[config.mk]
export PLATFORM = sky130hd
export DESIGN_NAME = dual_motor_ramp_drive_unit
export DESIGN_NICKNAME = d
export VERILOG_FILES = /design/src/design/dmrd_pkg.sv /design/src/design/dual_motor_ramp_drive_unit.sv
export SDC_FILE = /design/constraint.sdc
export NUM_CORES = 2
export LEC_CHECK = 0
export ABC_CLOCK_PERIOD_IN_PS = 14000
export BUFFER_PORTS_ARGS = -buffer_cell sky130_fd_sc_hd__buf_2
export CORE_MARGIN = 2
export CORE_UTILIZATION = 56
export CTS_BUF_LIST = sky130_fd_sc_hd__clkbuf_16
export DETAILED_ROUTE_END_ITERATION = 8
export PLACE_DENSITY_LB_ADDON = 0.25
export REMOVE_ABC_BUFFERS = 1
export SLEW_MARGIN = 25
export SYNTH_ARGS = -nofsm -noshare
export SYNTH_HDL_FRONTEND = slang
export SYNTH_SLANG_ARGS = --single-unit
[constraint.sdc]
create_clock -name clk_i -period 14 [get_ports clk_i]
set_input_delay 3.5 -clock clk_i [delete_from_list [all_inputs] [get_ports clk_i]]
set_output_delay 3.5 -clock clk_i [all_outputs]
set_load 0.02 [all_outputs]
[src/design/dmrd_pkg.sv]
// Shared types, codes and helpers for the dual motor ramp drive.
`default_nettype none
package dmrd_pkg;

  typedef logic signed [7:0]  pct_t;
  typedef logic signed [17:0] level_t;

  typedef enum logic [3:0] {
    MODE_TICK    = 4'd0,
    MODE_SET_L   = 4'd1,
    MODE_SET_R   = 4'd2,
    MODE_INSTANT = 4'd3,
    MODE_BURST   = 4'd4,
    MODE_STOP    = 4'd5,
    MODE_BRAKE   = 4'd6,
    MODE_CLIFF   = 4'd7,
    MODE_ENABLE  = 4'd8
  } mode_e;

  typedef enum logic [1:0] {
    ACT_NONE,
    ACT_BRAKE,
    ACT_WRITE
  } act_e;

  typedef struct packed {
    logic burst;
    logic cliff;
    logic enabled;
  } status_t;

  localparam logic [1:0]  CFG_RAMP_RATE = 2'd0;
  localparam logic [1:0]  CFG_MIN_PWM   = 2'd1;
  localparam logic [1:0]  CFG_MAX_PWM   = 2'd2;

  localparam logic [15:0] RAMP_RATE_RST = 16'd200;
  localparam logic [7:0]  MIN_PWM_RST   = 8'd0;
  localparam logic [7:0]  MAX_PWM_RST   = 8'd255;
  localparam logic [7:0]  DUTY_BRAKE    = 8'd255;

  localparam int unsigned SPEED_MAX   = 100;
  localparam int unsigned LEVEL_SCALE = 1000;
  localparam int unsigned LEVEL_HALF  = LEVEL_SCALE / 2;

  // x / 1000 for x below 2^17: exact with this reciprocal
  localparam int unsigned RND_SHIFT = 27;
  localparam logic [34:0] RND_RECIP = 35'((64'd1 << RND_SHIFT) / LEVEL_SCALE + 1);

  // x / 99 for x up to 99 * 255: exact with this reciprocal
  localparam int unsigned MAP_SHIFT = 16;
  localparam logic [24:0] MAP_RECIP = 25'((64'd1 << MAP_SHIFT) / (SPEED_MAX - 1) + 1);

  function automatic pct_t clamp_pct(input pct_t s);
    if (s > pct_t'(SPEED_MAX)) begin
      return pct_t'(SPEED_MAX);
    end
    if (s < -8'sd100) begin
      return -8'sd100;
    end
    return s;
  endfunction

  function automatic pct_t safe_pct(input pct_t s, input logic enabled, input logic cliff);
    if (!enabled) begin
      return '0;
    end
    if (cliff && (s > 8'sd0)) begin
      return '0;
    end
    return s;
  endfunction

  function automatic level_t pct_to_level(input pct_t s);
    logic signed [18:0] wide;
    wide = 19'(s) * 19'sd1000;
    return level_t'(wide);
  endfunction

  function automatic level_t move_level(input level_t cur, input pct_t goal,
                                        input logic [25:0] step);
    logic signed [18:0] c;
    logic signed [18:0] t;
    logic [18:0]        gap;
    level_t             res;
    c    = 19'(cur);
    t    = 19'(pct_to_level(goal));
    gap  = '0;
    res  = cur;
    if (c < t) begin
      gap = 19'(t - c);
      res = (26'(gap) <= step) ? level_t'(t) : level_t'(c + $signed(step[18:0]));
    end else if (c > t) begin
      gap = 19'(c - t);
      res = (26'(gap) <= step) ? level_t'(t) : level_t'(c - $signed(step[18:0]));
    end
    return res;
  endfunction

endpackage
`default_nettype wire

[src/design/dual_motor_ramp_drive_unit.sv]
// Dual H-bridge motor drive with slew-rate limited speed and PWM duty map.
//
// One result beat per command beat, one beat per cycle sustained. An
// accepted command reaches output valid through four register stages
// behind the input register: the command stage, where the goal and level
// registers of both motors are updated in the cycle a command leaves the
// input register, then rounding and the two duty map multiplies in three
// further stages, and the duty registers are written as the result enters
// the output register. The whole pipeline advances together and holds
// while the output beat is stalled.
// Config writes take effect at once and are meant for an idle block.
`default_nettype none
module dual_motor_ramp_drive_unit
  import dmrd_pkg::*;
(
  input  wire logic        clk_i,
  input  wire logic        rst_ni,

  input  wire logic        cfg_we_i,
  input  wire logic [1:0]  cfg_idx_i,
  input  wire logic [15:0] cfg_wdata_i,

  input  wire logic        in_valid_i,
  output logic             in_stall_o,
  input  wire logic [3:0]  mode_i,
  input  wire logic [7:0]  left_speed_i,
  input  wire logic [7:0]  right_speed_i,
  input  wire logic [15:0] duration_ms_i,
  input  wire logic [9:0]  elapsed_ms_i,
  input  wire logic        flag_i,

  output logic             out_valid_o,
  input  wire logic        out_stall_i,
  output logic [7:0]       left_fwd_duty_o,
  output logic [7:0]       left_rev_duty_o,
  output logic [7:0]       right_fwd_duty_o,
  output logic [7:0]       right_rev_duty_o,
  output logic [7:0]       left_speed_now_o,
  output logic [7:0]       right_speed_now_o,
  output logic             burst_running_o,
  output logic             cliff_state_o,
  output logic             enabled_state_o
);

  logic [15:0] rate_q;
  logic [7:0]  min_q;
  logic [7:0]  max_q;

  logic        adv;
  logic        s1_valid_q, b_valid_q, c_valid_q, d_valid_q, out_valid_q;

  logic [3:0]  s1_mode_q;
  pct_t        s1_speed_q [2];
  logic [15:0] s1_dur_q;
  logic [9:0]  s1_el_q;
  logic        s1_flag_q;

  pct_t        goal_q [2];
  pct_t        goal_d [2];
  level_t      level_q [2];
  level_t      level_d [2];
  logic        burst_q, burst_d;
  logic [15:0] burst_ms_q, burst_ms_d;
  logic        cliff_q, cliff_d;
  logic        en_q, en_d;
  act_e        act_a;

  act_e        b_act_q;
  level_t      b_level_q [2];
  status_t     b_stat_q;
  pct_t        b_speed [2];

  act_e        c_act_q;
  pct_t        c_speed_q [2];
  status_t     c_stat_q;
  logic [14:0] c_prod [2];

  act_e        d_act_q;
  pct_t        d_speed_q [2];
  logic [14:0] d_prod_q [2];
  status_t     d_stat_q;
  logic [7:0]  pwm [2];

  logic [7:0]  duty_q [4];
  logic [7:0]  duty_d [4];
  pct_t        out_speed_q [2];
  status_t     out_stat_q;

  logic [7:0]  hi_pwm;
  logic [7:0]  span;

  assign adv        = !out_valid_q || !out_stall_i;
  assign in_stall_o = !adv;

  assign hi_pwm = (max_q < min_q) ? min_q : max_q;
  assign span   = hi_pwm - min_q;

  // config
  always_ff @(posedge clk_i or negedge rst_ni) begin
    if (!rst_ni) begin
      rate_q <= RAMP_RATE_RST;
      min_q  <= MIN_PWM_RST;
      max_q  <= MAX_PWM_RST;
    end else if (cfg_we_i) begin
      unique case (cfg_idx_i)
        CFG_RAMP_RATE: rate_q <= cfg_wdata_i;
        CFG_MIN_PWM:   min_q  <= cfg_wdata_i[7:0];
        CFG_MAX_PWM:   max_q  <= cfg_wdata_i[7:0];
        default: ;
      endcase
    end
  end

  // valid chain
  always_ff @(posedge clk_i or negedge rst_ni) begin
    if (!rst_ni) begin
      s1_valid_q  <= 1'b0;
      b_valid_q   <= 1'b0;
      c_valid_q   <= 1'b0;
      d_valid_q   <= 1'b0;
      out_valid_q <= 1'b0;
    end else if (adv) begin
      s1_valid_q  <= in_valid_i;
      b_valid_q   <= s1_valid_q;
      c_valid_q   <= b_valid_q;
      d_valid_q   <= c_valid_q;
      out_valid_q <= d_valid_q;
    end
  end

  // input register
  always_ff @(posedge clk_i) begin
    if (adv && in_valid_i) begin
      s1_mode_q     <= mode_i;
      s1_speed_q[0] <= clamp_pct(left_speed_i);
      s1_speed_q[1] <= clamp_pct(right_speed_i);
      s1_dur_q      <= duration_ms_i;
      s1_el_q       <= elapsed_ms_i;
      s1_flag_q     <= flag_i;
    end
  end

  // command stage
  always_comb begin
    logic        brake;
    logic [25:0] step;
    goal_d     = goal_q;
    level_d    = level_q;
    burst_d    = burst_q;
    burst_ms_d = burst_ms_q;
    cliff_d    = cliff_q;
    en_d       = en_q;
    act_a      = ACT_NONE;
    brake      = 1'b0;
    step       = 26'(rate_q) * 26'(s1_el_q);
    unique case (s1_mode_q)
      MODE_TICK: begin
        if (burst_q) begin
          if (16'(s1_el_q) >= burst_ms_q) begin
            goal_d[0]  = '0;
            goal_d[1]  = '0;
            burst_d    = 1'b0;
            burst_ms_d = '0;
          end else begin
            burst_ms_d = burst_ms_q - 16'(s1_el_q);
          end
        end
        for (int s = 0; s < 2; s++) begin
          level_d[s] = move_level(level_q[s], goal_d[s], step);
        end
        act_a = ACT_WRITE;
      end
      MODE_SET_L: goal_d[0] = safe_pct(s1_speed_q[0], en_q, cliff_q);
      MODE_SET_R: goal_d[1] = safe_pct(s1_speed_q[1], en_q, cliff_q);
      MODE_INSTANT: begin
        for (int s = 0; s < 2; s++) begin
          goal_d[s]  = safe_pct(s1_speed_q[s], en_q, cliff_q);
          level_d[s] = pct_to_level(goal_d[s]);
        end
        act_a = ACT_WRITE;
      end
      MODE_BURST: begin
        for (int s = 0; s < 2; s++) begin
          goal_d[s] = safe_pct(s1_speed_q[s], en_q, cliff_q);
        end
        burst_d    = 1'b1;
        burst_ms_d = s1_dur_q;
      end
      MODE_STOP: begin
        goal_d[0]  = '0;
        goal_d[1]  = '0;
        burst_d    = 1'b0;
        burst_ms_d = '0;
      end
      MODE_BRAKE: brake = 1'b1;
      MODE_CLIFF: begin
        brake   = s1_flag_q && !cliff_q;
        cliff_d = s1_flag_q;
      end
      MODE_ENABLE: begin
        brake = !s1_flag_q && en_q;
        en_d  = s1_flag_q;
      end
      default: ;
    endcase
    if (brake) begin
      for (int s = 0; s < 2; s++) begin
        goal_d[s]  = '0;
        level_d[s] = '0;
      end
      burst_d    = 1'b0;
      burst_ms_d = '0;
      act_a      = ACT_BRAKE;
    end
  end

  always_ff @(posedge clk_i or negedge rst_ni) begin
    if (!rst_ni) begin
      goal_q[0]  <= '0;
      goal_q[1]  <= '0;
      level_q[0] <= '0;
      level_q[1] <= '0;
      burst_q    <= 1'b0;
      burst_ms_q <= '0;
      cliff_q    <= 1'b0;
      en_q       <= 1'b1;
    end else if (adv && s1_valid_q) begin
      goal_q     <= goal_d;
      level_q    <= level_d;
      burst_q    <= burst_d;
      burst_ms_q <= burst_ms_d;
      cliff_q    <= cliff_d;
      en_q       <= en_d;
    end
  end

  always_ff @(posedge clk_i) begin
    if (adv) begin
      b_act_q   <= act_a;
      b_level_q <= level_d;
      b_stat_q  <= '{burst: burst_d, cliff: cliff_d, enabled: en_d};
    end
  end

  // round to whole percent, half away from zero
  always_comb begin
    logic        neg;
    logic [16:0] mag;
    logic [34:0] prod;
    logic [7:0]  q;
    for (int s = 0; s < 2; s++) begin
      neg        = b_level_q[s][17];
      mag        = neg ? 17'(-b_level_q[s]) : 17'(b_level_q[s]);
      prod       = 35'(mag + 17'(LEVEL_HALF)) * RND_RECIP;
      q          = {1'b0, prod[RND_SHIFT +: 7]};
      b_speed[s] = neg ? pct_t'(-q) : pct_t'(q);
    end
  end

  always_ff @(posedge clk_i) begin
    if (adv) begin
      c_act_q   <= b_act_q;
      c_speed_q <= b_speed;
      c_stat_q  <= b_stat_q;
    end
  end

  // (|speed| - 1) * span
  always_comb begin
    logic [6:0] mag;
    for (int s = 0; s < 2; s++) begin
      mag       = c_speed_q[s][7] ? 7'(-c_speed_q[s]) : 7'(c_speed_q[s]);
      c_prod[s] = 15'(mag - 7'd1) * 15'(span);
    end
  end

  always_ff @(posedge clk_i) begin
    if (adv) begin
      d_act_q   <= c_act_q;
      d_speed_q <= c_speed_q;
      d_prod_q  <= c_prod;
      d_stat_q  <= c_stat_q;
    end
  end

  // divide by 99, offset by min duty, steer to the driving side; brake sets all duties
  always_comb begin
    logic [24:0] prod;
    duty_d = duty_q;
    for (int s = 0; s < 2; s++) begin
      prod   = 25'(d_prod_q[s]) * MAP_RECIP;
      pwm[s] = min_q + prod[MAP_SHIFT +: 8];
    end
    unique case (d_act_q)
      ACT_BRAKE: begin
        for (int f = 0; f < 4; f++) begin
          duty_d[f] = DUTY_BRAKE;
        end
      end
      ACT_WRITE: begin
        for (int s = 0; s < 2; s++) begin
          if (d_speed_q[s] == 8'sd0) begin
            duty_d[2*s]   = '0;
            duty_d[2*s+1] = '0;
          end else if (d_speed_q[s][7]) begin
            duty_d[2*s]   = '0;
            duty_d[2*s+1] = pwm[s];
          end else begin
            duty_d[2*s]   = pwm[s];
            duty_d[2*s+1] = '0;
          end
        end
      end
      default: ;
    endcase
  end

  always_ff @(posedge clk_i or negedge rst_ni) begin
    if (!rst_ni) begin
      for (int f = 0; f < 4; f++) begin
        duty_q[f] <= DUTY_BRAKE;
      end
    end else if (adv && d_valid_q) begin
      duty_q <= duty_d;
    end
  end

  always_ff @(posedge clk_i) begin
    if (adv && d_valid_q) begin
      out_speed_q <= d_speed_q;
      out_stat_q  <= d_stat_q;
    end
  end

  assign out_valid_o       = out_valid_q;
  assign left_fwd_duty_o   = duty_q[0];
  assign left_rev_duty_o   = duty_q[1];
  assign right_fwd_duty_o  = duty_q[2];
  assign right_rev_duty_o  = duty_q[3];
  assign left_speed_now_o  = out_speed_q[0];
  assign right_speed_now_o = out_speed_q[1];
  assign burst_running_o   = out_stat_q.burst;
  assign cliff_state_o     = out_stat_q.cliff;
  assign enabled_state_o   = out_stat_q.enabled;

endmodule
`default_nettype wire

==> results.md <==
* Starting Density at 0.567
* Critical Path Source Type: register
* Number of DRC markers in iteration 0 at 2,961
* Required @ worst endpoint at 14.31 ns
* Reg-to-reg slack, setup at 2.51 ns
* Post-cts hold buffer count at 0
* Predominant post-synthesis flop cell: sky130_fd_sc_hd__edfxtp_1
* R2R cell count at 41
* Mean routed wirelength per cell at 20.1 um
* Number of pins with negative max-slew slack in the final report at 0
* Num rows at 110
* Critical R2R Capture: b_level_q[23]
* Minimum clock period at 11.49 ns
* Class of the tightest hold or removal check: register to register
* Post-route fraction of the period consumed by the critical path at 0.821
* Synth Register Bits at 319
* Final Instance Area at 0.0543 mm2
* Status: complete, no violations
* Destination of the worst hold path: c_act_q[0]
* Clock Sink Count at 319
* Max clock buf depth at 3
* Count of final setup violators at 0
* CTS tree: done
* Clock skew after layout at 0.0226 ns
* Ratio of routed vias to standard cells at 5.89
* Part of the Yosys area used for sequential elements at 0.175
* Quantity of I/O buffers inserted on ports at 122
* Slowest stage cell, crit path: sky130_fd_sc_hd__edfxtp_1
* Async set-reset flop share out of synthesis at 0.439
* Cell seen most often among critical-path stages: sky130_fd_sc_hd__ha_1
* Antenna Nets Post-Route at 0
* Maximum number of pins on one net before global-route repair at 76
* Largest stage delay, worst path at 0.75 ns
* Setup TNS at 0 ns
* Detailed-route via count at 40,541
* Antenna violations before repair at 0
* CTS H-tree depth at 2
* Yosys warns at 0
* Total wire length at 138,000 um
* Number of instances in the synthesized netlist at 5,627
* Share of final-layout standard cells stronger than drive strength 1 at 0.0674
* # Post-CTS Setup Buffers at 0
* DIE WIDTH at 306 um
* Placed instance area at 0.0530 mm2
* Die Area at 0.0936 mm2
* Biggest area contributors in the synthesized netlist: sky130_fd_sc_hd__ha_1 (23%), sky130_fd_sc_hd__fa_1 (17%), sky130_fd_sc_hd__edfxtp_1 (11%)
* Most common library cells after synthesis: sky130_fd_sc_hd__ha_1 (959), sky130_fd_sc_hd__inv_1 (892), sky130_fd_sc_hd__fa_1 (438)
* Synthesized-area fraction occupied by ao, oa, aoi and oai cells at 0.137
* Number of fill cells at 7,809
* Slew headroom at 0.236
* Antenna diodes at 0
* Hold depth at 0
* Share of cell area taken by muxes after synthesis at 0.0172
* Unrepaired setup endpoints after global routing: false
* Area taken by flip-flops and latches at 0.00893 mm2
* Synth top area share at 0.235
* DRC errors left at 0
* Max-cap violations at 0
* Total congestion overflow after global routing at 0
* Wire length of the first global-routing pass at 220,000 um
* HPWL after detailed placement at 111,000 um
* Fin. Hold Viols at 0
* Launching point of the worst reg2reg path: s1_el_q[9]
* Height of the chip at 306 um
* Synth-to-Final Area Change at 6.30%
* Number of library cell types mapped by synthesis at 94
* Count of flip-flops with a built-in enable after synthesis at 179
* Slew of the pin with the lowest slew margin at 1.14 ns
* Worst setup EP type: register
* Gpl congestion at 0.985
* Post-Synth XOR/XNOR Area at 0.0616
* TritonCTS buffer count at 40
* Adder-cell share of the synthesized area at 0.407
* Synth Cell Area at 0.0511 mm2
* Top-level I/O count at 123
* Multi-input combinational cell area at 0.0382 mm2
* Arrival time at the worst endpoint at 11.80 ns
* Clock latency on the worst-skew pair at 0.59 ns
* Clk pin slew, worst setup/hold paths at 0.06 ns
* Critical path start-end classification: register to register
* Max Fanout on Critical Path at 19
* Post-synthesis share of cell area spent on and, or, nand and nor gates at 0.124
* HP Start: b_act_q[0]
* Most used standard cell by instance count after synthesis: sky130_fd_sc_hd__ha_1
* Number of gates given a new drive strength after cts at 0
* Standard cell core area at 0.0901 mm2
* CTS root buf: sky130_fd_sc_hd__clkbuf_16
* Main combinational cell family by area after synthesis: adder cells
* Via count of the first global-routing pass at 40,435
* Detailed-routing iteration count for the pre-antenna-repair pass at 6
* Maximum clock frequency at 87.0 MHz
* Overall track demand over capacity in global routing at 0.296
* Average size of a mapped cell at 9.08 um2
* Number of nets in the final layout at 7,143
* Biggest area consumer among synthesized cells: sky130_fd_sc_hd__ha_1
## registers in the layout (all words and copies together), names as in the netlist, 3 cells and up
register / flops
d_stat_q: 3
rate_q: 16
c_speed_q: 16
s1_dur_q: 16
d_speed_q: 16
max_q: 8
s1_mode_q: 4
b_stat_q: 3
d_prod_q: 30
s1_el_q: 10
s1_speed_q: 16
right_rev_duty_o: 8
c_stat_q: 3
goal_q: 16
left_speed_now_o: 8
min_q: 8
burst_ms_q: 16
right_fwd_duty_o: 8
left_rev_duty_o: 8
left_fwd_duty_o: 8
level_q: 36
right_speed_now_o: 8
b_level_q: 36
## through the flow
stage	utilization	hold slack (ns)	instances	setup WS, ns
CTS	0.602	0.418	6884	2.60
detailed placement	0.588	0.408	6810	2.64
global placement	0.588	0.404	6808	2.78
finish	0.602	0.418	6884	2.51
global route	0.602	0.420	6884	1.67
floorplan	-	0.400	5458	3.83
## routing by layer
layer | vias to the layer above | part of all wire | GRT usage
li1 | 19235 | - | -
met1 | 19752 | 0.43 | 0.391
met2 | 1246 | 0.46 | 0.490
met3 | 308 | 0.065 | 0.0432
met4 | 0 | 0.047 | 0.122
met5 | - | 0 | 0
## cells in the final DEF, fill, tap and decap left out, types with 35 or more instances in the layout
cell and n:
sky130_fd_sc_hd__nor2b_1 57, sky130_fd_sc_hd__edfxtp_1 179, sky130_fd_sc_hd__buf_4 52, sky130_fd_sc_hd__a21oi_1 270, sky130_fd_sc_hd__or3_1 35, sky130_fd_sc_hd__a31oi_1 74
sky130_fd_sc_hd__ha_1 958, sky130_fd_sc_hd__nand2_1 433, sky130_fd_sc_hd__fa_1 438, sky130_fd_sc_hd__nand3_1 68, sky130_fd_sc_hd__nand2b_1 63, sky130_fd_sc_hd__o21ai_0 247
sky130_fd_sc_hd__o21bai_1 48, sky130_fd_sc_hd__and2_1 85, sky130_fd_sc_hd__nor3_1 72, sky130_fd_sc_hd__a21o_1 110, sky130_fd_sc_hd__buf_2 121, sky130_fd_sc_hd__mux2_2 48
sky130_fd_sc_hd__nor2_1 315, sky130_fd_sc_hd__dfrtp_1 96, sky130_fd_sc_hd__inv_1 899, sky130_fd_sc_hd__o211ai_1 39, sky130_fd_sc_hd__xnor2_1 224, sky130_fd_sc_hd__dfstp_2 44
sky130_fd_sc_hd__xor2_1 134, sky130_fd_sc_hd__clkbuf_16 41
## cells by family after synthesis
group                      Yosys count
muxes                               82
buffers and inverters             1065
and+or+nand+nor                   1318
other                                1
AOI/OAI and AO/OA                 1086
DFF                                319
xor gates and xnor gates           359
adders and majority gates         1397
## worst max-delay path by stage
stage	cells past startpoint	start	endpoint
after floorplan	2	out_stall_i	in_stall_o
after global placement	41	s1_el_q[9]	b_level_q[23]
after detailed placement	41	s1_el_q[9]	b_level_q[23]
after CTS	41	s1_el_q[9]	b_level_q[23]
after global routing	41	s1_el_q[9]	b_level_q[23]
final	41	s1_el_q[9]	b_level_q[23]
## critical path, delay by kind of cell, from the launching register on
family / cells / cell delay, ns
buffers and inverters: 7 / 1.04
AND/OR/NAND/NOR: 9 / 2.63
AO/OA/AOI/OAI: 13 / 2.83
adder cells (fa/ha/maj): 9 / 3.09
multiplexers: 1 / 0.39
flip-flops: 1 / 0.75
XOR/XNOR: 2 / 0.44
## layout make-up
cell class,instances,area share
tap,1176,0.0271
multi-input combinational,4244,0.704
clock inverter,33,0.00456
timing repair buffer,176,0.0193
inverter,895,0.0619
sequential,319,0.165
clock buffer,41,0.0189
Power is not shown: default switching activity piles up to over one toggle a cycle in this logic, so the estimate is an artifact.
